## src/design/psu_pkg.sv

```systemverilog
// Shared types, constants and the Paeth predictor for the PNG scanline unfilter.
// No dependencies; every other design file refers to this package by scoped names.
package psu_pkg;

   localparam int MaxLineBytes  = 8192;
   localparam int MaxPixelBytes = 8;
   localparam int LineAddrW     = (MaxLineBytes > 1) ? $clog2(MaxLineBytes) : 1;
   localparam int PixTapW       = (MaxPixelBytes > 1) ? $clog2(MaxPixelBytes) : 1;
   localparam int ColW          = 14;
   localparam int PixSizeW      = 4;
   localparam int CsrDataW      = 14;
   localparam int CsrIndexW     = 1;
   localparam int ByteW         = 8;

   typedef enum logic [2:0] {
      FILT_NONE    = 3'd0,
      FILT_SUB     = 3'd1,
      FILT_UP      = 3'd2,
      FILT_AVG     = 3'd3,
      FILT_PAETH   = 3'd4,
      FILT_UNKNOWN = 3'd5
   } filter_kind_type;

   typedef enum logic [CsrIndexW-1:0] {
      REG_LINE_LENGTH = 1'b0,
      REG_PIXEL_BYTES = 1'b1
   } csr_index_type;

   typedef struct packed {
      logic [ByteW-1:0] data_byte;
      logic             start_of_image;
   } req_word_type;

   typedef struct packed {
      logic [ByteW-1:0] pixel_byte;
      logic             end_of_line;
      logic             unknown_filter;
   } rsp_word_type;

   // One accepted byte on its way through the compute stage
   typedef struct packed {
      logic             is_filter;
      filter_kind_type  kind;
      logic [ColW-1:0]  x;
      logic             first_row;
      logic             eol;
      logic [ByteW-1:0] data_byte;
   } stage_type;

   typedef struct packed {
      logic                 en;
      logic [LineAddrW-1:0] addr;
      logic [ByteW-1:0]     data;
   } lb_write_type;

   function automatic logic [ByteW-1:0] paeth(input logic [ByteW-1:0] a,
                                              input logic [ByteW-1:0] b,
                                              input logic [ByteW-1:0] c);
      logic [ByteW-1:0] pa;
      logic [ByteW-1:0] pb;
      logic [ByteW:0]   pc;
      logic [ByteW:0]   sum_ab;
      logic [ByteW:0]   two_c;
      logic [ByteW-1:0] pick;
      // p = a + b - c, so |p-a| = |b-c|, |p-b| = |a-c|, |p-c| = |a+b-2c|
      pa     = (b >= c) ? (b - c) : (c - b);
      pb     = (a >= c) ? (a - c) : (c - a);
      sum_ab = {1'b0, a} + {1'b0, b};
      two_c  = {c, 1'b0};
      pc     = (sum_ab >= two_c) ? (sum_ab - two_c) : (two_c - sum_ab);
      if ((pa <= pb) && ({1'b0, pa} <= pc)) begin
         pick = a;
      end else if ({1'b0, pb} <= pc) begin
         pick = b;
      end else begin
         pick = c;
      end
      return pick;
   endfunction

endpackage

```

## src/design/psu_ctrl.sv

```systemverilog
// Input side: column and row tracking at acceptance, line buffer read issue and
// the compute-stage register. Depends on psu_pkg.
module psu_ctrl (
   input  logic                          clock,
   input  logic                          reset,
   input  logic                          req_valid,
   output logic                          req_ready,
   input  psu_pkg::req_word_type         req_word,
   input  logic [psu_pkg::ColW-1:0]      line_length,
   input  logic                          out_free,
   output logic                          s1_valid,
   output logic                          s1_adv,
   output psu_pkg::stage_type            s1_word,
   output logic                          rd_en,
   output logic [psu_pkg::LineAddrW-1:0] rd_addr
);

   logic [psu_pkg::ColW-1:0]  col_ff, col_in;
   logic                      first_row_ff, first_row_in;
   psu_pkg::filter_kind_type  kind_ff, kind_in;
   logic                      s1_valid_ff, s1_valid_in;
   psu_pkg::stage_type        s1_ff, s1_in;

   logic                      req_fire;
   logic [psu_pkg::ColW-1:0]  col_cur;
   logic                      first_cur;
   logic [psu_pkg::ColW-1:0]  len_eff;
   logic [psu_pkg::ColW:0]    col_next;
   logic                      eol;

   assign s1_adv    = s1_valid_ff && (s1_ff.is_filter || out_free);
   assign req_ready = !s1_valid_ff || s1_adv;
   assign req_fire  = req_valid && req_ready;

   always_comb begin
      col_cur   = req_word.start_of_image ? '0 : col_ff;
      first_cur = req_word.start_of_image ? 1'b1 : first_row_ff;
      len_eff   = (line_length < psu_pkg::ColW'(2)) ? psu_pkg::ColW'(2) : line_length;
      col_next  = {1'b0, col_cur} + (psu_pkg::ColW + 1)'(1);
      eol       = col_next >= {1'b0, len_eff};

      col_in       = col_ff;
      first_row_in = first_row_ff;
      kind_in      = kind_ff;

      s1_in.data_byte = req_word.data_byte;
      s1_in.first_row = first_cur;
      s1_in.kind      = kind_ff;
      s1_in.x         = col_cur - psu_pkg::ColW'(1);
      s1_in.is_filter = 1'b0;
      s1_in.eol       = 1'b0;

      if (req_fire) begin
         if (col_cur == '0) begin
            // filter type byte: latch the kind, no result
            kind_in         = (req_word.data_byte > psu_pkg::ByteW'(4)) ?
                              psu_pkg::FILT_UNKNOWN :
                              psu_pkg::filter_kind_type'(req_word.data_byte[2:0]);
            col_in          = psu_pkg::ColW'(1);
            first_row_in    = first_cur;
            s1_in.is_filter = 1'b1;
         end else begin
            s1_in.eol    = eol;
            col_in       = eol ? '0 : col_next[psu_pkg::ColW-1:0];
            first_row_in = eol ? 1'b0 : first_cur;
         end
      end

      if (req_fire) begin
         s1_valid_in = 1'b1;
      end else if (s1_adv) begin
         s1_valid_in = 1'b0;
      end else begin
         s1_valid_in = s1_valid_ff;
      end
   end

   always_ff @(posedge clock) begin
      if (reset) begin
         col_ff       <= '0;
         first_row_ff <= 1'b1;
         kind_ff      <= psu_pkg::FILT_NONE;
         s1_valid_ff  <= 1'b0;
      end else begin
         col_ff       <= col_in;
         first_row_ff <= first_row_in;
         kind_ff      <= kind_in;
         s1_valid_ff  <= s1_valid_in;
      end
   end

   always_ff @(posedge clock) begin
      if (req_fire) begin
         s1_ff <= s1_in;
      end
   end

   // fetch the upper neighbor alongside the byte
   assign rd_en    = req_fire;
   assign rd_addr  = psu_pkg::LineAddrW'(s1_in.x);
   assign s1_valid = s1_valid_ff;
   assign s1_word  = s1_ff;

endmodule

```

## config.mk

```make
export PLATFORM = sky130hd
export DESIGN_NAME = psu_ctrl
export DESIGN_NICKNAME = d
export VERILOG_FILES = /design/src/design/psu_pkg.sv /design/src/design/psu_ctrl.sv
export SDC_FILE = /design/constraint.sdc
export NUM_CORES = 1
export LEC_CHECK = 0
export ABC_AREA = 1
export BUFFER_PORTS_ARGS = -buffer_cell sky130_fd_sc_hd__buf_4
export CAP_MARGIN = 0
export CORE_MARGIN = 4
export CORE_UTILIZATION = 40
export DETAILED_ROUTE_END_ITERATION = 8
export GPL_TIMING_DRIVEN = 0
export PLACE_DENSITY = 0.67
export RECOVER_POWER = 100
export SLEW_MARGIN = 5
export SYNTH_ARGS = -nofsm -noshare
export SYNTH_HDL_FRONTEND = slang
export SYNTH_SLANG_ARGS = --single-unit
```

## constraint.sdc

```tcl
create_clock -name clock -period 4.45 [get_ports clock]
set_input_delay 0.89 -clock clock [delete_from_list [all_inputs] [get_ports clock]]
set_output_delay 0.89 -clock clock [all_outputs]
set_load 0.05 [all_outputs]
```

Yosys cells after proc, flatten, opt, wreduce, memory -nomap -nowiden --
Cells that the tools add are included.
Storage, ports and cells: bits in registers 47, bits of input ports 27, output and inout bits 45, word-level logic and storage cells 34
Cells by class: add/sub/neg operators 2, $lt $le $gt $ge 3, mux-type cells 11, reductions and logical operators 8
Operators with widths (count):
- $mux 14 | 4
- $add 14x1->15 const B | 1
- $ge 15x14->1 | 1
- $logic_not 14->1 | 1
- $lt 14x2->1 const B | 1
- $sub 14x1->14 const B | 1
- $gt 8x3->1 const B | 1
- $mux 1 | 6
- $mux 3 | 1
- $logic_and 1x1->1 | 2
- $logic_or 1x1->1 | 2
- $reduce_and 2->1 | 1
- $reduce_bool 2->1 | 1
- $logic_not 1->1 | 1

Longest topological paths before layout --
Gate-level depths: netlist (run 1).
depth after elaboration 5, mapped depth 22, mapped depth without buffers 21

Worst setup path after synthesis (run 1) --
Ideal clock, no wire load.
path kind input-to-reg, from input req_word[0] in the netlist's numbering, to register col_ff[0] in the netlist's numbering, library setup time 67 ps, arrival time 3303 ps, data required time 4383 ps, slack 1080 ps, stages 21, buffers on the path 2, cell sequence inv_2 > buf_6 > nand2_4 > inv_2 > ha_1 > inv_1 > nor2_4 > nand2_4 > xor2_1 > inv_1 > ha_1 > nand2_1 > inv_1 > nand2_1 > nand2_1 > nand2_1 > nand2_1 > o21bai_1 > buf_2 > nand4_1 > a21oi_2
Between the ends: word-level cells in the longest chain between the ends 5, elaborated cells between the ends (all ways) 6, classes of those cells 1 x add/sub; 1 x order compare; 3 x mux; 1 x reduce/logical
Ends and longest elaborated chain:
- from (decl) | RTL line psu_ctrl.sv:8 | input psu_pkg::req_word_type req_word,
- $mux 14 * | RTL line psu_ctrl.sv:36 | col_cur = req_word.start_of_image ? '0 : col_ff;
- $add 14x1->15 | RTL line psu_ctrl.sv:39 | col_next = {1'b0, col_cur} + (psu_pkg::ColW + 1)'(1);
- $ge 15x14->1 | RTL line psu_ctrl.sv:40 | eol = col_next >= {1'b0, len_eff};
- $mux 14 | RTL line psu_ctrl.sv:64 | col_in = eol ? '0 : col_next[psu_pkg::ColW-1:0];
- $mux 14 * | RTL line psu_ctrl.sv:54 | if (col_cur == '0) begin
- to (signal assigned) | RTL line psu_ctrl.sv:85 | col_ff <= col_in;
- to (decl) | RTL line psu_ctrl.sv:18 | logic [psu_pkg::ColW-1:0] col_ff, col_in;
Mark *: on every way between the ends. The rest lies on a longest branch, timed or not. A chain may end at the register's enable or synchronous reset.

==> results.md, run 1 <==
* Outcome: completed
* Rows at 32
* CP Data Required Time at 3.56 ns
* CP endpoint kind: output port
* Filler Cells Inserted at 825
* Mux share of post-synthesis cell area at 0
* Total of max-cap violations at 0
* Post-Route WL at 7.307 mm
* Post-CTS resize count at 0
* Power share of the sequential group at 0.501
* Part of the power in combinational logic at 0.211
* Sw frac at 0.3293
* Slew Limit Fails at 0
* Die Width at 96.91 microns
* Largest net degree at the start of global routing at 39
* Leakage at 1.732 nW
* Post-synth top area share at 0.2659
* Yosys warns at 0
* Peak Freq at 241.7 MHz
* Main synth FF type: edfxtp_1
* Clock power share at 0.287
* Cell with the most instances after synthesis: nand2_1
* Fin crit share at 0.9298
* Drt first pass iters at 4
* Top cells by count, synth: nand2_1 (72), inv_1 (55), nor2_1 (37), edfxtp_1 (28)
* Largest cells by area after synthesis: edfxtp_1 (27%), dfxtp_1 (12%), nand2_1 (8.5%)
* Net count after synthesis at 426
* Sw Pwr at 319.1 uW
* Clk buf depth at 2
* Setup repair after global routing missed its margin: false
* Starting density of the core at 0.4113
* Top Ports at 72
* Pre-CTS setup slack at 0.4258 ns
* Accumulated negative setup slack at 0 ns
* Min Clock Period, post-route at 4.138 ns
* Max-slew headroom at 0.4616
* Post-detail-place hpwl at 5.973 mm
* Worst clock skew at 0.01237 ns
* Clk slew on worst S/H paths at 0.09 ns
* Synthesized cell area at 0.003162 sq mm
* Yosys top cell by area: edfxtp_1
* Clock latency on the worst-skew pair at 0.31 ns
* DRC at 0
* Post-Synth Adder-Cell Area at 0.06727
* ANT cells at 0
* CTS root buffer: clkbuf_8
* Synthesized flop and latch total at 47
* Critical path type: in2out
* Least-Margin Pin Slew at 0.8047 ns
* Mapped Cells at 382
* Most used routing layer in global routing: met2
* Simple logic cell fraction of the synthesized area at 0.3257
* Worst Hold Class: reg2reg
* Critical Path Fanout Max at 10
* Total GRT Usage at 0.1571
* Clk sinks at 47
* Area Overhead vs Synth at 16.94%
* CTS buffer count at 5
* Layout cells sized above 1 at 0.1826
* Final nets at 503
* Placed insts at 554
* Final ANT Viol Nets at 0
* Vias/cell at 4.699
* Final hold violation count at 0
* Fraction of registers with async set/reset at 0
* Met1 Use GR at 0.1962
* Tightest hold margin at 0.4399 ns
* Vias in the first global route at 2,538
* Initial antenna violation count at 0
* H-tree depth at 2
* Seq/Total Area, Yosys at 0.3862
* Worst EP arrival at 3.25 ns
* Non-filler cells, final at 562
* Die area at 0.009391 sq mm
* Finish-stage setup viols at 0
* Maximum vdd ir drop at 116.4 uV
* First-pass GRT wire length at 12.02 mm
* Avg WL per Cell at 13.00 microns
* CTS tree: built
* DRT iter0 DRCs at 110
* Internal power at 650.1 uW
* Post-CTS Hold Fix Bufs at 0
* Area fraction in compound gates after synthesis at 0.04749
* Synthesized area per cell at 8.277 sq um
* Yosys cell types at 31
* Pwr/cell area at 262.2 mW/mm^2
* Grt met3 use at 0.02668
* I/O Buffers at 70
* Startpoint types: input pin
* Total core area at 0.007687 sq mm
* Met2 Track Usage GR at 0.2749
* Post-route cell area at 0.003697 sq mm
* Via count at 2,641
* Final GP Congestion at 0.8674
* EDFF count, synth at 28
* Dpl cell area at 0.003815 sq mm
* Largest family of logic cells by synthesized area: simple AND/OR/NAND/NOR gates
* Die height at 96.91 microns
* Final WS setup at 0.3123 ns
* Setup Buffers After CTS at 0
* Total global routing overflow at 0
* Post-Synth XOR/XNOR Area at 0.04986
## sequential cells by signal, indices dropped and copies added (netlist names)
register,cells
col_ff,14
first_row_ff,1
kind_ff,3
s1_valid,1
s1_word,28
## cells by family (layout without fill, tap and decap cells)
logic type,Yosys count,in the layout
AND/OR/NAND/NOR,191,191
buffers and inverters,82,160
flip-flops,47,47
AO/OA/AOI/OAI,27,27
XOR/XNOR,18,18
adder cells (fa/ha/maj),17,17
## final cells by class
type	instances	area, sq um	share of cell area
plain buffers	21	161.4	0.04365
repair buffers	70	346.6	0.09374
multi-input cells	253	1515	0.4098
inverters	61	229.0	0.06193
well taps	102	127.6	0.03452
flip-flops and latches	47	1221	0.3303
clock inverters	3	27.53	0.007445
clock buffers	5	68.82	0.01861
## worst paths after layout
kind              slack (ns)        start  depth (start not counted)     endpoint
hold / removal          0.44   kind_ff[2]                          0  s1_word[26]
setup / recovery        0.31  req_word[0]                         11   rd_addr[6]
hold reg to reg         0.44   kind_ff[2]                          0  s1_word[26]
setup reg to reg        1.29    col_ff[1]                         18   s1_word[8]
## worst max-delay path: stages
cell and delay, ns:
clkbuf_1 0.29, inv_1 0.22, buf_6 0.20, nand2_4 0.11
ha_1 0.15, inv_1 0.06, nor2_1 0.32, nand3_1 0.15
xor2_1 0.24, buf_4 0.15, clkbuf_1 0.46
## power groups by stage
stage	Clock (mW)	Combinational [mW]	Sequential [mW]
floorplan	0	0.110	0.545
global placement	0	0.229	0.496
detailed placement	0	0.232	0.496
CTS	0.287	0.232	0.486
global route	0.303	0.221	0.488
finish	0.279	0.205	0.486
## layout by cell type, fill, tap and decap left out, drive strengths merged, types with 6 or more instances in the layout
master | netlist | routed
dfxtp | 19 | 19
nand4 | 20 | 20
buf | 18 | 34
edfxtp | 28 | 28
nand2 | 91 | 91
nor2 | 48 | 48
a21oi | 23 | 23
clkbuf | 3 | 62
inv | 61 | 63
nor3 | 6 | 6
xor2 | 17 | 17
ha | 17 | 17
nand3 | 24 | 24
## routing by layer
metal | wire length [microns] | vias up
met5 | 0 | -
met4 | 72 | 0
met3 | 332 | 6
met2 | 3492 | 68
met1 | 3410 | 1190
li1 | - | 1377
## stage by stage
stage / power [mW] / util
finish: 0.9693 / 0.4810
global route: 1.012 / 0.4810
CTS: 1.005 / 0.5088
detailed placement: 0.7282 / 0.4963
global placement: 0.7245 / 0.4963
floorplan: 0.6543 / -
(Power assumes the default switching activity.)
==> run 2: changes to the inputs <==
--- a/config.mk
+++ b/config.mk
@@ -11,6 +11,7 @@
 export CORE_MARGIN = 4
 export CORE_UTILIZATION = 40
 export DETAILED_ROUTE_END_ITERATION = 8
+export GPL_ROUTABILITY_DRIVEN = 0
 export GPL_TIMING_DRIVEN = 0
 export PLACE_DENSITY = 0.67
 export RECOVER_POWER = 100
==> constraint.sdc (replaced) <==
create_clock -name clock -period 4.55 [get_ports clock]
set_input_delay 0.91 -clock clock [delete_from_list [all_inputs] [get_ports clock]]
set_output_delay 0.91 -clock clock [all_outputs]
set_load 0.05 [all_outputs]
==> results.md, run 2 (same netlist as run 1, synthesis figures left out) <==
* Startpoint types: input pin
* Total global routing overflow at 0 (unchanged)
* Final hold violation count at 0 (unchanged)
* Filler Cells Inserted at 837 (+1.5%)
* Tightest hold margin at 0.4374 ns (-0.002539 ns)
* Vias in the first global route at 2,587 (+1.9%)
* Top Ports at 72 (unchanged)
* Final nets at 503 (unchanged)
* Via count at 2,661 (+0.76%)
* Pwr Total at 980.3 uW (+1.1%)
* Peak Freq at 241.5 MHz
* Die Width at 96.91 microns (unchanged)
* Total core area at 0.007687 sq mm (unchanged)
* Non-filler cells, final at 562 (unchanged)
* WHS Path Cells at 0 (unchanged)
* Largest net degree at the start of global routing at 39 (unchanged)
* Leakage at 1.747 nW (+0.84%)
* Post-Route WL at 7.192 mm (-1.6%)
* Max reg flops at 28 (unchanged)
* Sequential Area at 0.001221 sq mm (unchanged)
* Clk buf depth at 2 (unchanged)
* Outcome: completed
* Maximum vdd ir drop at 151.7 uV (+30%)
* Total of max-cap violations at 0 (unchanged)
* Clk slew on worst S/H paths at 0.08 ns (about the same)
* Pwr/cell area at 263.4 mW/mm^2 (+0.49%)
* CP endpoint kind: output port
* Total GRT Usage at 0.1553 (-0.001794)
* Clock latency on the worst-skew pair at 0.30 ns (about the same)
* Avg WL per Cell at 12.80 microns (-1.6%)
* Reg2reg path depth at 19 (+1)
* Post-detail-place hpwl at 5.801 mm (-2.9%)
* Drt first pass iters at 4 (unchanged)
* Rows at 32 (unchanged)
* Setup repair after global routing missed its margin: false
* DRT iter0 DRCs at 178 (+62%)
* Layout cells sized above 1 at 0.1870 (+0.004348)
* Initial antenna violation count at 0 (unchanged)
* Hold wc startpoint: kind_ff[2]
* Area of the multi-input gates at 0.001519 sq mm (+0.25%)
* Critical path type: in2out
* Slew Limit Fails at 0 (unchanged)
* Die height at 96.91 microns (unchanged)
* CTS tree: built
* I/O Buffers at 70 (unchanged)
* Worst Hold Class: reg2reg
* Area Overhead vs Synth at 17.69%
* Starting density of the core at 0.4113 (unchanged)
* Least-Margin Pin Slew at 0.8196 ns (+0.01491 ns)
* Accumulated negative setup slack at 0 ns (unchanged)
* Finish-stage setup viols at 0 (unchanged)
* Most common cell after layout, fill and taps aside: nand2_1
* Critical path, cell by cell: clkbuf_1 > inv_1 > buf_6 > nand2_4 > ha_1 > inv_1 > nor2_1 > nand3_1 > xor2_1 > buf_4 > clkbuf_1
* CP Data Required Time at 3.64 ns (+0.08 ns)
* Fin crit share at 0.9100
* Capturing point of the worst reg2reg path: col_ff[0]
* Flop2flop setup slack at 1.37 ns (+0.08 ns)
* Placed insts at 554 (unchanged)
* Delay of the slowest critical-path stage at 0.45 ns (about the same)
* H-tree depth at 2 (unchanged)
* Hold EP: s1_word[26]
* Min Clock Period, post-route at 4.141 ns
* Slowest-stage cell, CP: clkbuf_1
* Post-CTS resize count at 0 (unchanged)
* Worst EP arrival at 3.23 ns (-0.02 ns)
* Vias/cell at 4.735 (+0.76%)
* Setup Buffers After CTS at 0 (unchanged)
* Critical Path Fanout Max at 10 (unchanged)
* CTS buffer count at 5 (unchanged)
* Most frequent cells in the layout: nand2_1 (72), inv_1 (56), clkbuf_1 (49), nor2_1 (42), buf_4 (30)
* Post-layout util at 0.4840 (+0.003092)
* CTS root buffer: clkbuf_8
* Die area at 0.009391 sq mm (unchanged)
* Final ANT Viol Nets at 0 (unchanged)
* DRC at 0 (unchanged)
* Worst clock skew at 0.008502 ns (-0.003864 ns)
* ANT cells at 0 (unchanged)
* Clk sinks at 47 (unchanged)
* First-pass GRT wire length at 12.13 mm (+0.92%)
* Max-slew headroom at 0.4536 (-0.007956)
* Crit Reg-Reg Startpoint: col_ff[0]
* Post-CTS Hold Fix Bufs at 0 (unchanged)
[run 2: how the worst max path moves through the flow]
stage	cells after the start	to	slack (ns)	start
after floorplan	21	col_ff[0]	1.16	req_word[0]
after global placement	22	col_ff[11]	0.58	req_word[0]
after detailed placement	22	col_ff[0]	0.47	req_word[0]
after CTS	22	col_ff[0]	0.74	req_word[0]
after global routing	22	col_ff[11]	0.23	req_word[0]
final	11	rd_addr[12]	0.41	req_word[0]
[run 2: metal layers]
layer | wire (microns) | vias to the layer above | GRT usage
met2 | 3523 | 80 | 0.2755
met1 | 3167 | 1197 | 0.1945
met5 | 0 | - | 0
li1 | - | 1380 | -
met4 | 52 | 0 | 0.03888
met3 | 449 | 4 | 0.02740
[run 2: area by class of cell]
cell class,count,area share
clock inverter,3,0.01177
sequential,47,0.3282
tap,102,0.03430
multi-input combinational,253,0.4082
buffer,21,0.04338
timing repair buffer,70,0.09415
inverter,61,0.06153
clock buffer,5,0.01849
[run 2: power breakdown]
group | internal [mW] | switching, mW
clock network | 0.164 | 0.140
logic | 0.0530 | 0.148
registers | 0.469 | 0.00537
[run 2: worst max-delay path: cells and delay by family]
family / cells / cell delay [ns]
simple gates: 3 / 0.56
xor+xnor: 1 / 0.24
buf+inv: 6 / 1.37
fa+ha+maj: 1 / 0.15
[run 2: metrics by stage]
stage / cell area (sq um) / setup slack, ns
CTS: 3928 / 0.7399
global route: 3721 / 0.2350
floorplan: 3162 / 1.160
detailed placement: 3815 / 0.4724
global placement: 3815 / 0.5755
finish: 3721 / 0.4095
