<file path="config.mk">
export PLATFORM = sky130hd
export DESIGN_NAME = psu_recon
export DESIGN_NICKNAME = d
export VERILOG_FILES = /design/src/design/psu_pkg.sv /design/src/design/psu_recon.sv
export SDC_FILE = /design/constraint.sdc
export NUM_CORES = 1
export LEC_CHECK = 0
export BUFFER_PORTS_ARGS = -buffer_cell sky130_fd_sc_hd__buf_2
export CAP_MARGIN = 20
export CORE_MARGIN = 2
export CORE_UTILIZATION = 45
export DETAILED_ROUTE_END_ITERATION = 10
export REMOVE_ABC_BUFFERS = 1
export SETUP_SLACK_MARGIN = 0.02
export SYNTH_ARGS = -nofsm -noshare
export SYNTH_HDL_FRONTEND = slang
export SYNTH_SLANG_ARGS = --single-unit
</file>
<file path="constraint.sdc">
create_clock -name clock -period 18.4 [get_ports clock]
set_input_delay 1.84 -clock clock [delete_from_list [all_inputs] [get_ports clock]]
set_output_delay 1.84 -clock clock [all_outputs]
set_load 0.02 [all_outputs]
</file>
<file path="src/design/psu_pkg.sv">
// Shared types, constants and the Paeth predictor for the PNG scanline unfilter.
// No dependencies; every other design file refers to this package by scoped names.
package psu_pkg;

   localparam int MaxLineBytes  = 8192;
   localparam int MaxPixelBytes = 8;
   localparam int LineAddrW     = (MaxLineBytes > 1) ? $clog2(MaxLineBytes) : 1;
   localparam int PixTapW       = (MaxPixelBytes > 1) ? $clog2(MaxPixelBytes) : 1;
   localparam int ColW          = 14;
   localparam int PixSizeW      = 4;
   localparam int CsrDataW      = 14;
   localparam int CsrIndexW     = 1;
   localparam int ByteW         = 8;

   typedef enum logic [2:0] {
      FILT_NONE    = 3'd0,
      FILT_SUB     = 3'd1,
      FILT_UP      = 3'd2,
      FILT_AVG     = 3'd3,
      FILT_PAETH   = 3'd4,
      FILT_UNKNOWN = 3'd5
   } filter_kind_type;

   typedef enum logic [CsrIndexW-1:0] {
      REG_LINE_LENGTH = 1'b0,
      REG_PIXEL_BYTES = 1'b1
   } csr_index_type;

   typedef struct packed {
      logic [ByteW-1:0] data_byte;
      logic             start_of_image;
   } req_word_type;

   typedef struct packed {
      logic [ByteW-1:0] pixel_byte;
      logic             end_of_line;
      logic             unknown_filter;
   } rsp_word_type;

   // One accepted byte on its way through the compute stage
   typedef struct packed {
      logic             is_filter;
      filter_kind_type  kind;
      logic [ColW-1:0]  x;
      logic             first_row;
      logic             eol;
      logic [ByteW-1:0] data_byte;
   } stage_type;

   typedef struct packed {
      logic                 en;
      logic [LineAddrW-1:0] addr;
      logic [ByteW-1:0]     data;
   } lb_write_type;

   function automatic logic [ByteW-1:0] paeth(input logic [ByteW-1:0] a,
                                              input logic [ByteW-1:0] b,
                                              input logic [ByteW-1:0] c);
      logic [ByteW-1:0] pa;
      logic [ByteW-1:0] pb;
      logic [ByteW:0]   pc;
      logic [ByteW:0]   sum_ab;
      logic [ByteW:0]   two_c;
      logic [ByteW-1:0] pick;
      // p = a + b - c, so |p-a| = |b-c|, |p-b| = |a-c|, |p-c| = |a+b-2c|
      pa     = (b >= c) ? (b - c) : (c - b);
      pb     = (a >= c) ? (a - c) : (c - a);
      sum_ab = {1'b0, a} + {1'b0, b};
      two_c  = {c, 1'b0};
      pc     = (sum_ab >= two_c) ? (sum_ab - two_c) : (two_c - sum_ab);
      if ((pa <= pb) && ({1'b0, pa} <= pc)) begin
         pick = a;
      end else if ({1'b0, pb} <= pc) begin
         pick = b;
      end else begin
         pick = c;
      end
      return pick;
   endfunction

endpackage

</file>
<file path="src/design/psu_recon.sv">
// Compute stage: neighbor histories, filter prediction, result register and the
// line buffer write-back. Depends on psu_pkg.
module psu_recon (
   input  logic                             clock,
   input  logic                             reset,
   input  logic                             s1_valid,
   input  logic                             s1_adv,
   input  psu_pkg::stage_type               s1_word,
   input  logic [psu_pkg::ByteW-1:0]        rd_data,
   input  logic [psu_pkg::PixSizeW-1:0]     pixel_bytes,
   output logic                             out_free,
   output psu_pkg::lb_write_type            lb_wr,
   output logic                             rsp_valid,
   input  logic                             rsp_ready,
   output psu_pkg::rsp_word_type            rsp_word
);

   logic [psu_pkg::ByteW-1:0] left_ff    [psu_pkg::MaxPixelBytes];
   logic [psu_pkg::ByteW-1:0] left_in    [psu_pkg::MaxPixelBytes];
   logic [psu_pkg::ByteW-1:0] upleft_ff  [psu_pkg::MaxPixelBytes];
   logic [psu_pkg::ByteW-1:0] upleft_in  [psu_pkg::MaxPixelBytes];
   logic                      rsp_valid_ff, rsp_valid_in;
   psu_pkg::rsp_word_type     rsp_ff;

   logic [psu_pkg::PixTapW-1:0] tap;
   logic                        in_buf;
   logic [psu_pkg::ByteW-1:0]   a, b, c, pred, result;
   logic [psu_pkg::ByteW:0]     sum_ab;
   logic                        emit;

   always_comb begin
      if (pixel_bytes == '0) begin
         tap = '0;
      end else if (32'(pixel_bytes) > psu_pkg::MaxPixelBytes) begin
         tap = psu_pkg::PixTapW'(psu_pkg::MaxPixelBytes - 1);
      end else begin
         tap = psu_pkg::PixTapW'(pixel_bytes - psu_pkg::PixSizeW'(1));
      end
   end

   assign in_buf = 32'(s1_word.x) < psu_pkg::MaxLineBytes;
   assign a      = left_ff[tap];
   assign c      = upleft_ff[tap];
   assign b      = (s1_word.first_row || !in_buf) ? '0 : rd_data;
   assign sum_ab = {1'b0, a} + {1'b0, b};

   always_comb begin
      case (s1_word.kind)
         psu_pkg::FILT_SUB:   pred = a;
         psu_pkg::FILT_UP:    pred = b;
         psu_pkg::FILT_AVG:   pred = sum_ab[psu_pkg::ByteW:1];
         psu_pkg::FILT_PAETH: pred = psu_pkg::paeth(a, b, c);
         default:             pred = '0;
      endcase
   end

   assign result   = s1_word.data_byte + pred;
   assign emit     = s1_adv && !s1_word.is_filter;
   assign out_free = !rsp_valid_ff || rsp_ready;

   always_comb begin
      for (int i = 0; i < psu_pkg::MaxPixelBytes; i++) begin
         left_in[i]   = left_ff[i];
         upleft_in[i] = upleft_ff[i];
      end
      if (s1_adv) begin
         if (s1_word.is_filter) begin
            // new scanline: no left neighbors yet
            for (int i = 0; i < psu_pkg::MaxPixelBytes; i++) begin
               left_in[i]   = '0;
               upleft_in[i] = '0;
            end
         end else begin
            for (int i = psu_pkg::MaxPixelBytes - 1; i > 0; i--) begin
               left_in[i]   = left_ff[i-1];
               upleft_in[i] = upleft_ff[i-1];
            end
            left_in[0]   = result;
            upleft_in[0] = b;
         end
      end

      if (emit) begin
         rsp_valid_in = 1'b1;
      end else if (rsp_ready) begin
         rsp_valid_in = 1'b0;
      end else begin
         rsp_valid_in = rsp_valid_ff;
      end
   end

   always_ff @(posedge clock) begin
      if (reset) begin
         for (int i = 0; i < psu_pkg::MaxPixelBytes; i++) begin
            left_ff[i]   <= '0;
            upleft_ff[i] <= '0;
         end
         rsp_valid_ff <= 1'b0;
      end else begin
         for (int i = 0; i < psu_pkg::MaxPixelBytes; i++) begin
            left_ff[i]   <= left_in[i];
            upleft_ff[i] <= upleft_in[i];
         end
         rsp_valid_ff <= rsp_valid_in;
      end
   end

   always_ff @(posedge clock) begin
      if (emit) begin
         rsp_ff.pixel_byte     <= result;
         rsp_ff.end_of_line    <= s1_word.eol;
         rsp_ff.unknown_filter <= (s1_word.kind == psu_pkg::FILT_UNKNOWN);
      end
   end

   // store the rebuilt byte for the next row; columns past the buffer are dropped
   assign lb_wr.en   = emit && in_buf && s1_valid;
   assign lb_wr.addr = psu_pkg::LineAddrW'(s1_word.x);
   assign lb_wr.data = result;

   assign rsp_valid = rsp_valid_ff;
   assign rsp_word  = rsp_ff;

endmodule

</file>
* Yosys cells after proc, flatten, opt, wreduce, memory -nomap -nowiden
Memories as Yosys holds them, arrays and structs flattened.
Cells that the tools add are included.
** Storage, ports and cells
- Register bits :: 11
- RAM bits :: 128
- Bits of input ports :: 45
- Output and inout port bits :: 34
- Word-level logic and storage cells :: 91
- Memories kept :: 2
** Cells by class
- $add $sub $neg :: 9
- Magnitude comparators :: 8
- Eq/ne operators :: 6
- Muxes and demuxes :: 34
- Bitwise operators :: 16
- Reduce and logical (&&, ||, !) cells :: 12
** Memory list
- left_ff :: depth 8, bits a word 8, read ports 8, clocked after memory_dff 0, write ports 8, line psu_recon.sv:18 : logic [psu_pkg::ByteW-1:0] left_ff [psu_pkg::MaxPixelBytes];
- upleft_ff :: depth 8, bits a word 8, read ports 8, clocked after memory_dff 0, write ports 8, line psu_recon.sv:20 : logic [psu_pkg::ByteW-1:0] upleft_ff [psu_pkg::MaxPixelBytes];
** Operator list (number)
- 64-bit two-way mux :: 4
- 8-bit two-way mux :: 21
- 8-bit one-hot mux with 4 select lines :: 1
- 8-bit subtractor :: 4
- 8-bit by 9-bit <= comparator with 1-bit output :: 2
- 9-bit subtractor :: 2
- 8-bit >= comparator :: 2
- 1-bit bitwise OR :: 16
- 14-bit less-than comparator (second input constant) :: 1
- 8-bit by 8-bit adder with 9-bit output :: 1
- 9-bit >= comparator :: 1
- 9-bit two-way mux :: 1
- 8-bit adder :: 1
- 8-bit <= comparator :: 1
- 3-bit by 2-bit equality test with 1-bit output (second input constant) :: 2
- 3-bit equality test (second input constant) :: 2
- 3-bit two-way mux :: 2
- 1-bit two-way mux :: 5
- 4-bit > comparator (second input constant) :: 1
- 1-bit logical AND :: 4
- 4-bit zero test :: 1
- 3-bit by 1-bit equality test with 1-bit output (second input constant) :: 1
- 1-bit zero test :: 3
- 3-bit by 1-bit subtractor with 3-bit output (second input constant) :: 1
- 4 further kinds :: 5

* Logic depth before layout (Yosys ltp)
Gate-level depths: netlist (run 1).
- Depth in word-level cells :: 15
- Gate-level depth with buffers :: 51
- Depth with buffers taken out :: 49

* Least setup slack after synthesis (run 1)
Ideal clock, no wire load.
- Path kind :: input port to output port
- Start point :: in pixel_bytes[0] (netlist name)
- End point :: out lb_wr[7] (netlist name)
- Data arrival time :: 10829 ps
- Data required time :: 16560 ps
- Path slack :: 5731 ps
- Stages on the path :: 43
- Cell sequence :: inv_1 -> ha_1 -> inv_1 -> a21o_1 -> clkbuf_1 -> clkbuf_1 -> clkbuf_1 -> a221oi_1 -> o31ai_1 -> ha_1 -> a21o_1 -> a21oi_1 -> o21bai_1 -> a21oi_1 -> o21bai_1 -> a21oi_1 -> xnor2_1 -> ha_1 -> [... 7 more ...] -> and3_1 -> and3_1 -> and3_1 -> and3_1 -> o41ai_1 -> inv_1 -> nor2_1 -> a22oi_1 -> o22ai_1 -> ha_1 -> a21o_1 -> a21oi_1 -> o21bai_1 -> a21oi_1 -> o21bai_1 -> a21oi_1 -> xnor2_1 -> xnor2_1
** RTL lines
- start: declaration :: line psu_recon.sv:10 : input logic [psu_pkg::PixSizeW-1:0] pixel_bytes,
- end: declaration :: line psu_recon.sv:12 : output psu_pkg::lb_write_type lb_wr,

==> impl_metrics.py, run 1 <==
metrics = {
    "status": {
        "status": "finished, final reports clean",
    },
    "power_and_ir_drop": {
        "p_leak_nw": 4.25,
        "ir_drop_v": 0.0000901,
        "p_per_area_nw_per_um2": 118,
    },
    "floorplanning": {
        "initial_core_util_pct": 46.2,
        "core-area_um2": 18800,
        "dieWidth_um": 143,
        "die_h_um": 143,
        "rows": 50,
        "io_pins": 79,
        "die_area_um2": 20400,
    },
    "yosys": {
        "synthFlopType": "dfxtp_1",
        "ys_seq_area_share_pct": 35.0,
        "synth-seq-cells": 139,
        "yosysTopAreaCell": "dfxtp_1",
        "synth_enable_flop_cells": 26,
        "syn_inst": 885,
        "yosysUniqueCellTypes": 61,
        "synth_area_leaders": "dfxtp_1 26%, ha_1 12%, a22o_1 10%",
        "synth_top_area_share_pct": 26.0,
        "ys_async_sr_fraction_pct": 0,
        "postSynthAreaPerCell_um2": 9.82,
        "synth.cell_area_um2": 8690,
        "yosys_warnings": 0,
    },
    "timing": {
        "worst_slew_pin_slew_ns": 1.05,
        "relSlewSlack_pct": 29.8,
        "setup_tns_ns": 0,
        "skew_ns": 0.00926,
        "hold_viol_final": 0,
        "max_freq_mhz": 70.9,
        "post-route-period-util_pct": 76.6,
        "slew_violations": 0,
        "setup_slack_ns": 4.30,
        "hold-worst-slack_ns": 0.478,
        "final.min_clock_period_ns": 14.10,
        "rsz0062_at_grt": "false",
        "setup_viol": 0,
    },
    "critical_path": {
        "cpMaxStageDelayCell": "o41ai_1",
        "r2r_cells": 40,
        "crit_fanout": 45,
        "worstSetupPathType": "primary input to output pin",
        "critPathCapture": "lb_wr[7]",
        "cp-startpoint": "pixel_bytes[0]",
        "regToRegEndpoint": "left_ff[0][7]$_SDFFE_PP0P_",
        "reg2reg_slack_ns": 8.88,
        "cpMostUsedCell": "a21oi_1",
        "reg2reg_from": "left_ff[1][0]$_SDFFE_PP0P_",
        "worst-endpoint-required_ns": 16.56,
        "endpoint_kind": "output pin",
        "cp-start-kind": "primary input",
        "crit_arrival_ns": 12.26,
        "critPathMaxStageDelay_ns": 0.90,
    },
    "min_path": {
        "hold_class": "register to register",
        "hold_start": "upleft_ff[0][5]$_SDFFE_PP0P_",
    },
    "detailed_routing": {
        "first_pass_iters": 5,
        "drt_iter0_markers": 531,
        "wire_per_inst_um": 20.0,
        "vias": 7054,
        "drc_errors": 0,
        "via_per_inst": 5.98,
        "routed_wl_mm": 23.6,
        "postRouteAntennaNets": 0,
    },
    "global_routing": {
        "grt_util_all_layers_pct": 23.9,
        "grt_pass1_vias": 6752,
        "grt_max_degree": 106,
        "grt_pass1_wl_mm": 37.8,
        "overflow": 0,
        "antenna_found_initial": 0,
    },
    "layout": {
        "seqCellArea_um2": 3040,
        "finish.cell_count_without_fillers": 1179,
        "fillCellCount": 1721,
        "fin_nets": 1041,
        "fin_area_um2": 9700,
        "multi_input_area_um2": 5150,
        "drive_gt1_share_pct": 14.1,
        "area_delta_synth_final_pct": 11.6,
        "num_antenna_cells": 0,
    },
    "clocking": {
        "h-tree-depth": 4,
        "cts_setup_buffers": 0,
        "clock-root-buffer": "clkbuf_16",
        "clock_latency_ns": 0.42,
        "cts.repair.resized": 0,
        "ctsLongestPathBuffers": 2,
        "cts_tree": "done",
        "cts_hold_buf": 0,
        "cts.clk_slew.worst_paths_ns": 0.06,
        "cts_buffers": 17,
        "cts_sinks": 139,
    },
    "placed_design": {
        "hpwl_mm": 17.1,
        "dp_slack_ns": 4.37,
        "gp_congestion": 0.911,
        "port_buffers": 52,
        "dpl_cell_area_um2": 9110,
        "dp_cells": 1147,
    },
    "flow_run": {
        "drv_cap": 0,
    },
}
## metal layers
layer | up-vias | part of all wire, % | GRT usage (%) | routed length [µm]
met5 | - | 0 | 0 | 0
met4 | 0 | 1.6 | 6.67 | 381
met3 | 33 | 4.8 | 3.89 | 1130
met2 | 217 | 46 | 37.6 | 11000
met1 | 3448 | 47 | 33.9 | 11200
li1 | 3356 | - | - | -
## power breakdown
part | total, W | switching [W] | internal [W]
clock network | 0.000337 | 0.000128 | 0.000209
registers | 0.000322 | 0.00000338 | 0.000319
logic | 0.000488 | 0.000299 | 0.000189
## state kept, by name, summed over array words and instances (netlist names)
name	flops
upleft_ff	64
rsp_word	10
left_ff	64
rsp_valid	1
## per-stage QoR
| stage | utilization [%] | total power, W |
|---|---|---|
| 2_1_floorplan | - | 0.000677 |
| 5_1_grt | 51.5 | 0.00121 |
| 4_1_cts | 51.5 | 0.00115 |
| 6_report | 51.5 | 0.00115 |
| 3_3_place_gp | 48.4 | 0.000805 |
| 3_5_place_dp | 48.4 | 0.000807 |
## synthesized netlist by cell type (4+ instances only)
library cell / count
mux2_2: 6
xnor2_1: 24
o221ai_1: 24
a22o_1: 104
edfxtp_1: 26
clkbuf_1: 40
dfxtp_1: 113
nor2_1: 32
ha_1: 82
inv_1: 63
o21ai_0: 37
a31oi_1: 7
nand4_1: 7
o21a_1: 6
fa_1: 8
o22ai_1: 5
mux2i_1: 22
o21bai_1: 9
o31ai_1: 4
nand2b_1: 9
buf_1: 7
buf_4: 13
a21oi_1: 56
nand2_1: 43
and2_1: 17
nor2b_1: 6
a221oi_1: 7
a22oi_1: 6
a21o_1: 14
nor3_1: 7
and3_1: 5
nand3_1: 11
xor2_1: 7
mux4_2: 16
a211oi_1: 5
## worst max-delay path: cells and delay by family
kind,cells,cell delay (ns)
buf+inv,7,1.27
fa+ha+maj,5,1.53
xor+xnor,4,0.85
mux,2,0.70
simple gates,8,1.54
compound gates,19,4.48
## worst min-delay path by stage
| stage | to | slack, ns | cells past startpoint |
|---|---|---|---|
| after floorplan | upleft_ff[0][0]$_SDFFE_PP0P_ | 0.44 | 2 |
| after global placement | upleft_ff[0][5]$_SDFFE_PP0P_ | 0.46 | 2 |
| after detailed placement | upleft_ff[0][5]$_SDFFE_PP0P_ | 0.48 | 2 |
| after CTS | upleft_ff[0][5]$_SDFFE_PP0P_ | 0.48 | 2 |
| after global routing | upleft_ff[0][2]$_SDFFE_PP0P_ | 0.51 | 2 |
| final | upleft_ff[0][5]$_SDFFE_PP0P_ | 0.48 | 2 |
## layout by cell type, fill, tap and decap left out, drive strengths merged, types with 9 or more instances in the layout
cell,count
mux4,16
nor2,32
a21oi,57
inv,66
a21o,15
nand2,43
o21ai,37
ha,82
mux2i,22
dfxtp,113
nand3,11
o21bai,9
edfxtp,26
clkbuf,24
o221ai,24
and2,18
xnor2,24
nand2b,9
a22o,104
buf,64
## cell type report
type	count	share of cell area, %
inverter	63	2.44
multi-input combinational	621	53.1
clock inverter	8	0.825
timing repair buffer	64	3.61
clock buffer	24	5.29
tap	260	3.35
sequential	139	31.4
## kinds of logic after synthesis
group                      synth area share [%]
AOI/OAI and AO/OA                          25.8
adders and majority gates                  13.6
and+or+nand+nor                            8.75
DFF                                        35.0
xor gates and xnor gates                   3.12
buffers and inverters                      6.06
muxes                                      7.63
No activity file was read; power rests on OpenSTA's default activity.
==> run 2, diff against run 1 <==
PLACE_DENSITY = 0.66   (was default)
clock period = 11.7 ns   (was 18.4 ns; I/O delays follow)
==> impl_metrics.py, run 2 (synthesis results as in run 1) <==
metrics = {
    "flow_run": {
        "drv_cap": 0,
    },
    "critical_path": {
        "cp-start-kind": "primary input",
        "critPathTopFamily": "compound AO/OA/AOI/OAI gates",
        "crit_fanout": 5,
        "critPathMaxStageDelay_ns": 0.48,
        "worstSetupPathType": "primary input to output pin",
        "worst-endpoint-required_ns": 10.53,
        "cpMaxStageDelayCell": "mux4_2",
        "crit_buf_inv": 8,
        "endpoint_kind": "output pin",
        "crit_arrival_ns": 9.92,
    },
    "floorplanning": {
        "io_pins": 79,
        "initial_core_util_pct": 46.2,
        "die_h_um": 143,
        "core-area_um2": 18800,
        "dieWidth_um": 143,
        "rows": 50,
        "die_area_um2": 20400,
    },
    "timing": {
        "max_freq_mhz": 90.2,
        "hold_viol_final": 0,
        "slew_violations": 0,
        "setup_tns_ns": 0,
        "relSlewSlack_pct": 41.3,
        "post-route-period-util_pct": 94.8,
        "setup_slack_ns": 0.613,
        "skew_ns": 0.0107,
        "worst_slew_pin_slew_ns": 0.880,
        "hold-worst-slack_ns": 0.488,
        "setup_viol": 0,
        "final.min_clock_period_ns": 11.09,
    },
    "clocking": {
        "h-tree-depth": 4,
        "cts_tree": "done",
        "clock-root-buffer": "clkbuf_16",
        "cts_sinks": 139,
        "cts_hold_buf": 0,
        "cts_buffers": 17,
        "cts.clk_slew.worst_paths_ns": 0.06,
        "clock_latency_ns": 0.42,
        "ctsLongestPathBuffers": 2,
    },
    "layout": {
        "num_antenna_cells": 0,
        "fin_nets": 1074,
        "fin_util_pct": 53.8,
        "area_delta_synth_final_pct": 16.5,
        "drive_gt1_share_pct": 19.6,
        "layout_common_cells": "113 x dfxtp_1, 104 x a22o_1, 79 x ha_1",
        "final_common_cell": "dfxtp_1",
    },
    "global_routing": {
        "grt_pass1_wl_mm": 37.7,
        "grt_util_all_layers_pct": 23.7,
        "overflow": 0,
        "antenna_found_initial": 0,
        "grt_max_degree": 90,
        "grt_pass1_vias": 6848,
    },
    "detailed_routing": {
        "first_pass_iters": 5,
        "wire_per_inst_um": 19.6,
        "vias": 7175,
        "routed_wl_mm": 23.8,
        "via_per_inst": 5.92,
        "drt_iter0_markers": 495,
        "drc_errors": 0,
        "postRouteAntennaNets": 0,
    },
    "power_and_ir_drop": {
        "p_leak_nw": 4.46,
        "total_power_w": 0.00189,
        "p_per_area_nw_per_um2": 187,
        "ir_drop_v": 0.000142,
    },
    "placed_design": {
        "gp_congestion": 0.952,
        "port_buffers": 52,
        "hpwl_mm": 17.2,
        "dp_slack_ns": 0.258,
    },
    "min_path": {
        "hold_class": "register to register",
    },
    "status": {
        "status": "finished, final reports clean",
    },
}
run 2: through the flow:
| stage | cells | cell area, µm² |
|---|---|---|
| after CTS | 1205 | 9950 |
| after floorplan | 823 | 8400 |
| after global placement | 1173 | 9300 |
| after global routing | 1212 | 10100 |
| final | 1212 | 10100 |
| after detailed placement | 1173 | 9300 |
run 2: what timing repair did:
action,in CTS,in global routing
resized for setup,0,30
setup buffers,0,7
setup endpoints to repair,0,4
hold endpoints to repair,0,0
run 2: path summary, 6_finish.rpt:
kind                             endpoint  cells past startpoint  slack [ns]                         start
min          upleft_ff[0][4]$_SDFFE_PP0P_                      2        0.49  upleft_ff[0][4]$_SDFFE_PP0P_
min reg2reg  upleft_ff[0][4]$_SDFFE_PP0P_                      2        0.49  upleft_ff[0][4]$_SDFFE_PP0P_
max                              lb_wr[7]                     47        0.61                pixel_bytes[0]
max reg2reg    left_ff[0][7]$_SDFFE_PP0P_                     43        3.26    left_ff[4][0]$_SDFFE_PP0P_
run 2: metal layers:
| metal | global-route usage [%] | share of wire, % |
|---|---|---|
| met5 | 0 | 0 |
| met4 | 4.27 | 0.67 |
| met3 | 5.20 | 6.1 |
| met2 | 36.5 | 46 |
| met1 | 34.4 | 47 |
run 2: final cells by class:
type                    count  area, µm²
fillers                  1689       8700
multi-input cells         621       5270
flip-flops and latches    139       3040
repair buffers             97        608
clock buffers              24        546
well taps                 260        325
inverters                  63        236
clock inverters             8       98.8
run 2: power by group:
| group | switching (W) | internal (W) |
|---|---|---|
| Sequential | 0.00000489 | 0.000501 |
| Combinational | 0.000474 | 0.000340 |
| Clock | 0.000203 | 0.000369 |
run 2: worst register-to-register path: cells and delay by family (launching register included):
| family | cells | cell delay [ns] |
|---|---|---|
| buf+inv | 3 | 0.42 |
| xor+xnor | 2 | 0.48 |
| mux | 2 | 0.75 |
| flops | 1 | 0.33 |
| simple gates | 13 | 1.83 |
| compound gates | 18 | 2.99 |
| fa+ha+maj | 5 | 1.59 |
==> run 3, diff against run 2 <==
CORE_UTILIZATION = 53   (was 45)
PLACE_DENSITY = 0.75   (was 0.66)
==> impl_metrics.py, run 3 (synthesis results as in run 1) <==
metrics = {
    "status": {
        "status": "finished, final reports clean",
    },
    "timing": {
        "skew_ns": 0.00875,
        "setup_viol": 0,
        "max_freq_mhz": 90.4,
        "slew_violations": 0,
        "hold_viol_final": 0,
        "worst_slew_pin_slew_ns": 0.913,
        "hold-worst-slack_ns": 0.491,
        "post-route-period-util_pct": 94.6,
        "final.min_clock_period_ns": 11.06,
        "relSlewSlack_pct": 39.0,
    },
    "floorplanning": {
        "die_h_um": 132,
        "die_area_um2": 17400,
        "rows": 46,
        "initial_core_util_pct": 54.5,
        "core-area_um2": 15900,
        "dieWidth_um": 132,
        "io_pins": 79,
    },
    "power_and_ir_drop": {
        "p_clk_share_pct": 29.1,
        "sw_frac_of_total_pct": 37.8,
        "internal_power_w": 0.00115,
        "ir_drop_v": 0.000151,
        "pwr-share-seq_pct": 27.4,
        "p_leak_nw": 4.36,
        "p_per_area_nw_per_um2": 187,
        "pwr-share-comb_pct": 43.5,
        "switchingPower_w": 0.000699,
    },
    "layout": {
        "num_antenna_cells": 0,
        "fin_nets": 1061,
        "fillCellCount": 1289,
        "drive_gt1_share_pct": 18.0,
        "seqCellArea_um2": 3040,
        "area_delta_synth_final_pct": 13.9,
        "layout_common_cells": "113 x dfxtp_1, 104 x a22o_1, 80 x ha_1",
        "finish.cell_count_without_fillers": 1155,
        "multi_input_area_um2": 5240,
        "final_common_cell": "dfxtp_1",
    },
    "detailed_routing": {
        "routed_wl_mm": 22.8,
        "drc_errors": 0,
        "postRouteAntennaNets": 0,
        "via_per_inst": 6.25,
        "wire_per_inst_um": 19.7,
        "drt_iter0_markers": 623,
        "vias": 7214,
        "first_pass_iters": 5,
    },
    "clocking": {
        "h-tree-depth": 4,
        "clock_latency_ns": 0.42,
        "cts_tree": "done",
        "cts_buffers": 17,
        "ctsLongestPathBuffers": 2,
        "cts_sinks": 139,
        "cts.clk_slew.worst_paths_ns": 0.06,
        "clock-root-buffer": "clkbuf_16",
        "cts_hold_buf": 0,
    },
    "placed_design": {
        "gp_congestion": 0.947,
        "port_buffers": 52,
        "hpwl_mm": 16.5,
        "dp_cells": 1120,
    },
    "min_path": {
        "hold_class": "register to register",
        "hold_path_depth": 2,
        "whs_endpoint": "upleft_ff[0][3]$_SDFFE_PP0P_",
        "hold_start": "upleft_ff[0][3]$_SDFFE_PP0P_",
    },
    "global_routing": {
        "grt_pass1_wl_mm": 36.1,
        "antenna_found_initial": 0,
        "grt_max_degree": 80,
        "overflow": 0,
        "grt_pass1_vias": 6811,
        "grt_util_all_layers_pct": 25.9,
    },
    "critical_path": {
        "endpoint_kind": "output pin",
        "regToRegEndpoint": "left_ff[0][7]$_SDFFE_PP0P_",
        "cpMostUsedCell": "a21oi_1",
        "crit_arrival_ns": 9.89,
        "cp-start-kind": "primary input",
        "worstSetupPathType": "primary input to output pin",
        "cpMaxStageDelayCell": "ha_2",
        "reg2reg_from": "left_ff[1][1]$_SDFFE_PP0P_",
        "worst-endpoint-required_ns": 10.53,
        "critPathMaxStageDelay_ns": 0.38,
        "crit_fanout": 30,
        "r2r_cells": 42,
        "reg2reg_slack_ns": 3.45,
    },
    "flow_run": {
        "drv_cap": 0,
    },
}
-- run 3: cell count changes in the layout (fill, tap and decap cells not counted), sizes merged --
cell | previous run | this run
inv | 64 | 73
clkinv | 3 | 2
clkinvlp | 2 | 1
bufinv | 2 | 1
clkbuf | 24 | 18
buf | 97 | 84
-- run 3: timing repair --
action / 4_1_cts / 5_1_grt
hold endpoints to repair: 0 / 0
gates resized for setup: 0 / 29
buffers inserted: 0 / 3
endpoints found under the setup margin: 0 / 4
-- run 3: worst max path at each step --
stage              startpoint        to  slack (ns)  depth (start not counted)
4_1_cts        pixel_bytes[0]  lb_wr[7]        0.31                         46
3_5_place_dp   pixel_bytes[0]  lb_wr[7]        0.35                         47
6_report       pixel_bytes[0]  lb_wr[7]        0.64                         46
3_3_place_gp   pixel_bytes[0]  lb_wr[7]        0.58                         47
2_1_floorplan  pixel_bytes[0]  lb_wr[7]       -1.02                         41
5_1_grt        pixel_bytes[0]  lb_wr[7]       -0.03                         46
-- run 3: worst max-delay path, delay by kind of cell --
| kind | cells | cell delay, ns |
|---|---|---|
| XOR/XNOR | 4 | 0.81 |
| AND/OR/NAND/NOR | 7 | 1.15 |
| multiplexers | 1 | 0.25 |
| AO/OA/AOI/OAI | 22 | 3.88 |
| adder cells (fa/ha/maj) | 5 | 1.46 |
| buffers and inverters | 7 | 1.17 |
-- run 3: layout make-up --
type | count | share of cell area (%)
clock buffer | 18 | 4.55
clock inverter | 14 | 1.48
inverter | 63 | 2.39
multi-input combinational | 621 | 52.9
sequential | 139 | 30.7
tap | 216 | 2.73
timing repair buffer | 84 | 5.24
-- run 3: power groups by stage --
stage | clock network, W | registers, W | logic, W
finish | 0.000538 | 0.000506 | 0.000805
global placement | 0 | 0.000516 | 0.000752
CTS | 0.000544 | 0.000506 | 0.000772
global route | 0.000565 | 0.000507 | 0.000882
floorplan | 0 | 0.000520 | 0.000545
detailed placement | 0 | 0.000516 | 0.000767
-- run 3: layer usage --
layer	track usage [%]	wire length, µm
met1	36.2	10300
met2	40.2	10500
met3	5.42	1540
met4	8.09	429
met5	0	0
-- run 3: stage by stage --
step | area (µm²) | setup slack [ns] | power [W] | setup TNS (ns) | util [%]
final | 9900 | 0.635 | 0.00185 | 0 | 62.1
after global routing | 9900 | -0.0324 | 0.00195 | -0.0324 | 62.1
after CTS | 9780 | 0.309 | 0.00182 | 0 | 61.3
after detailed placement | 9180 | 0.353 | 0.00128 | 0 | 57.6
after global placement | 9180 | 0.580 | 0.00127 | 0 | 57.6
after floorplan | 8400 | -1.02 | 0.00107 | -3.55 | -
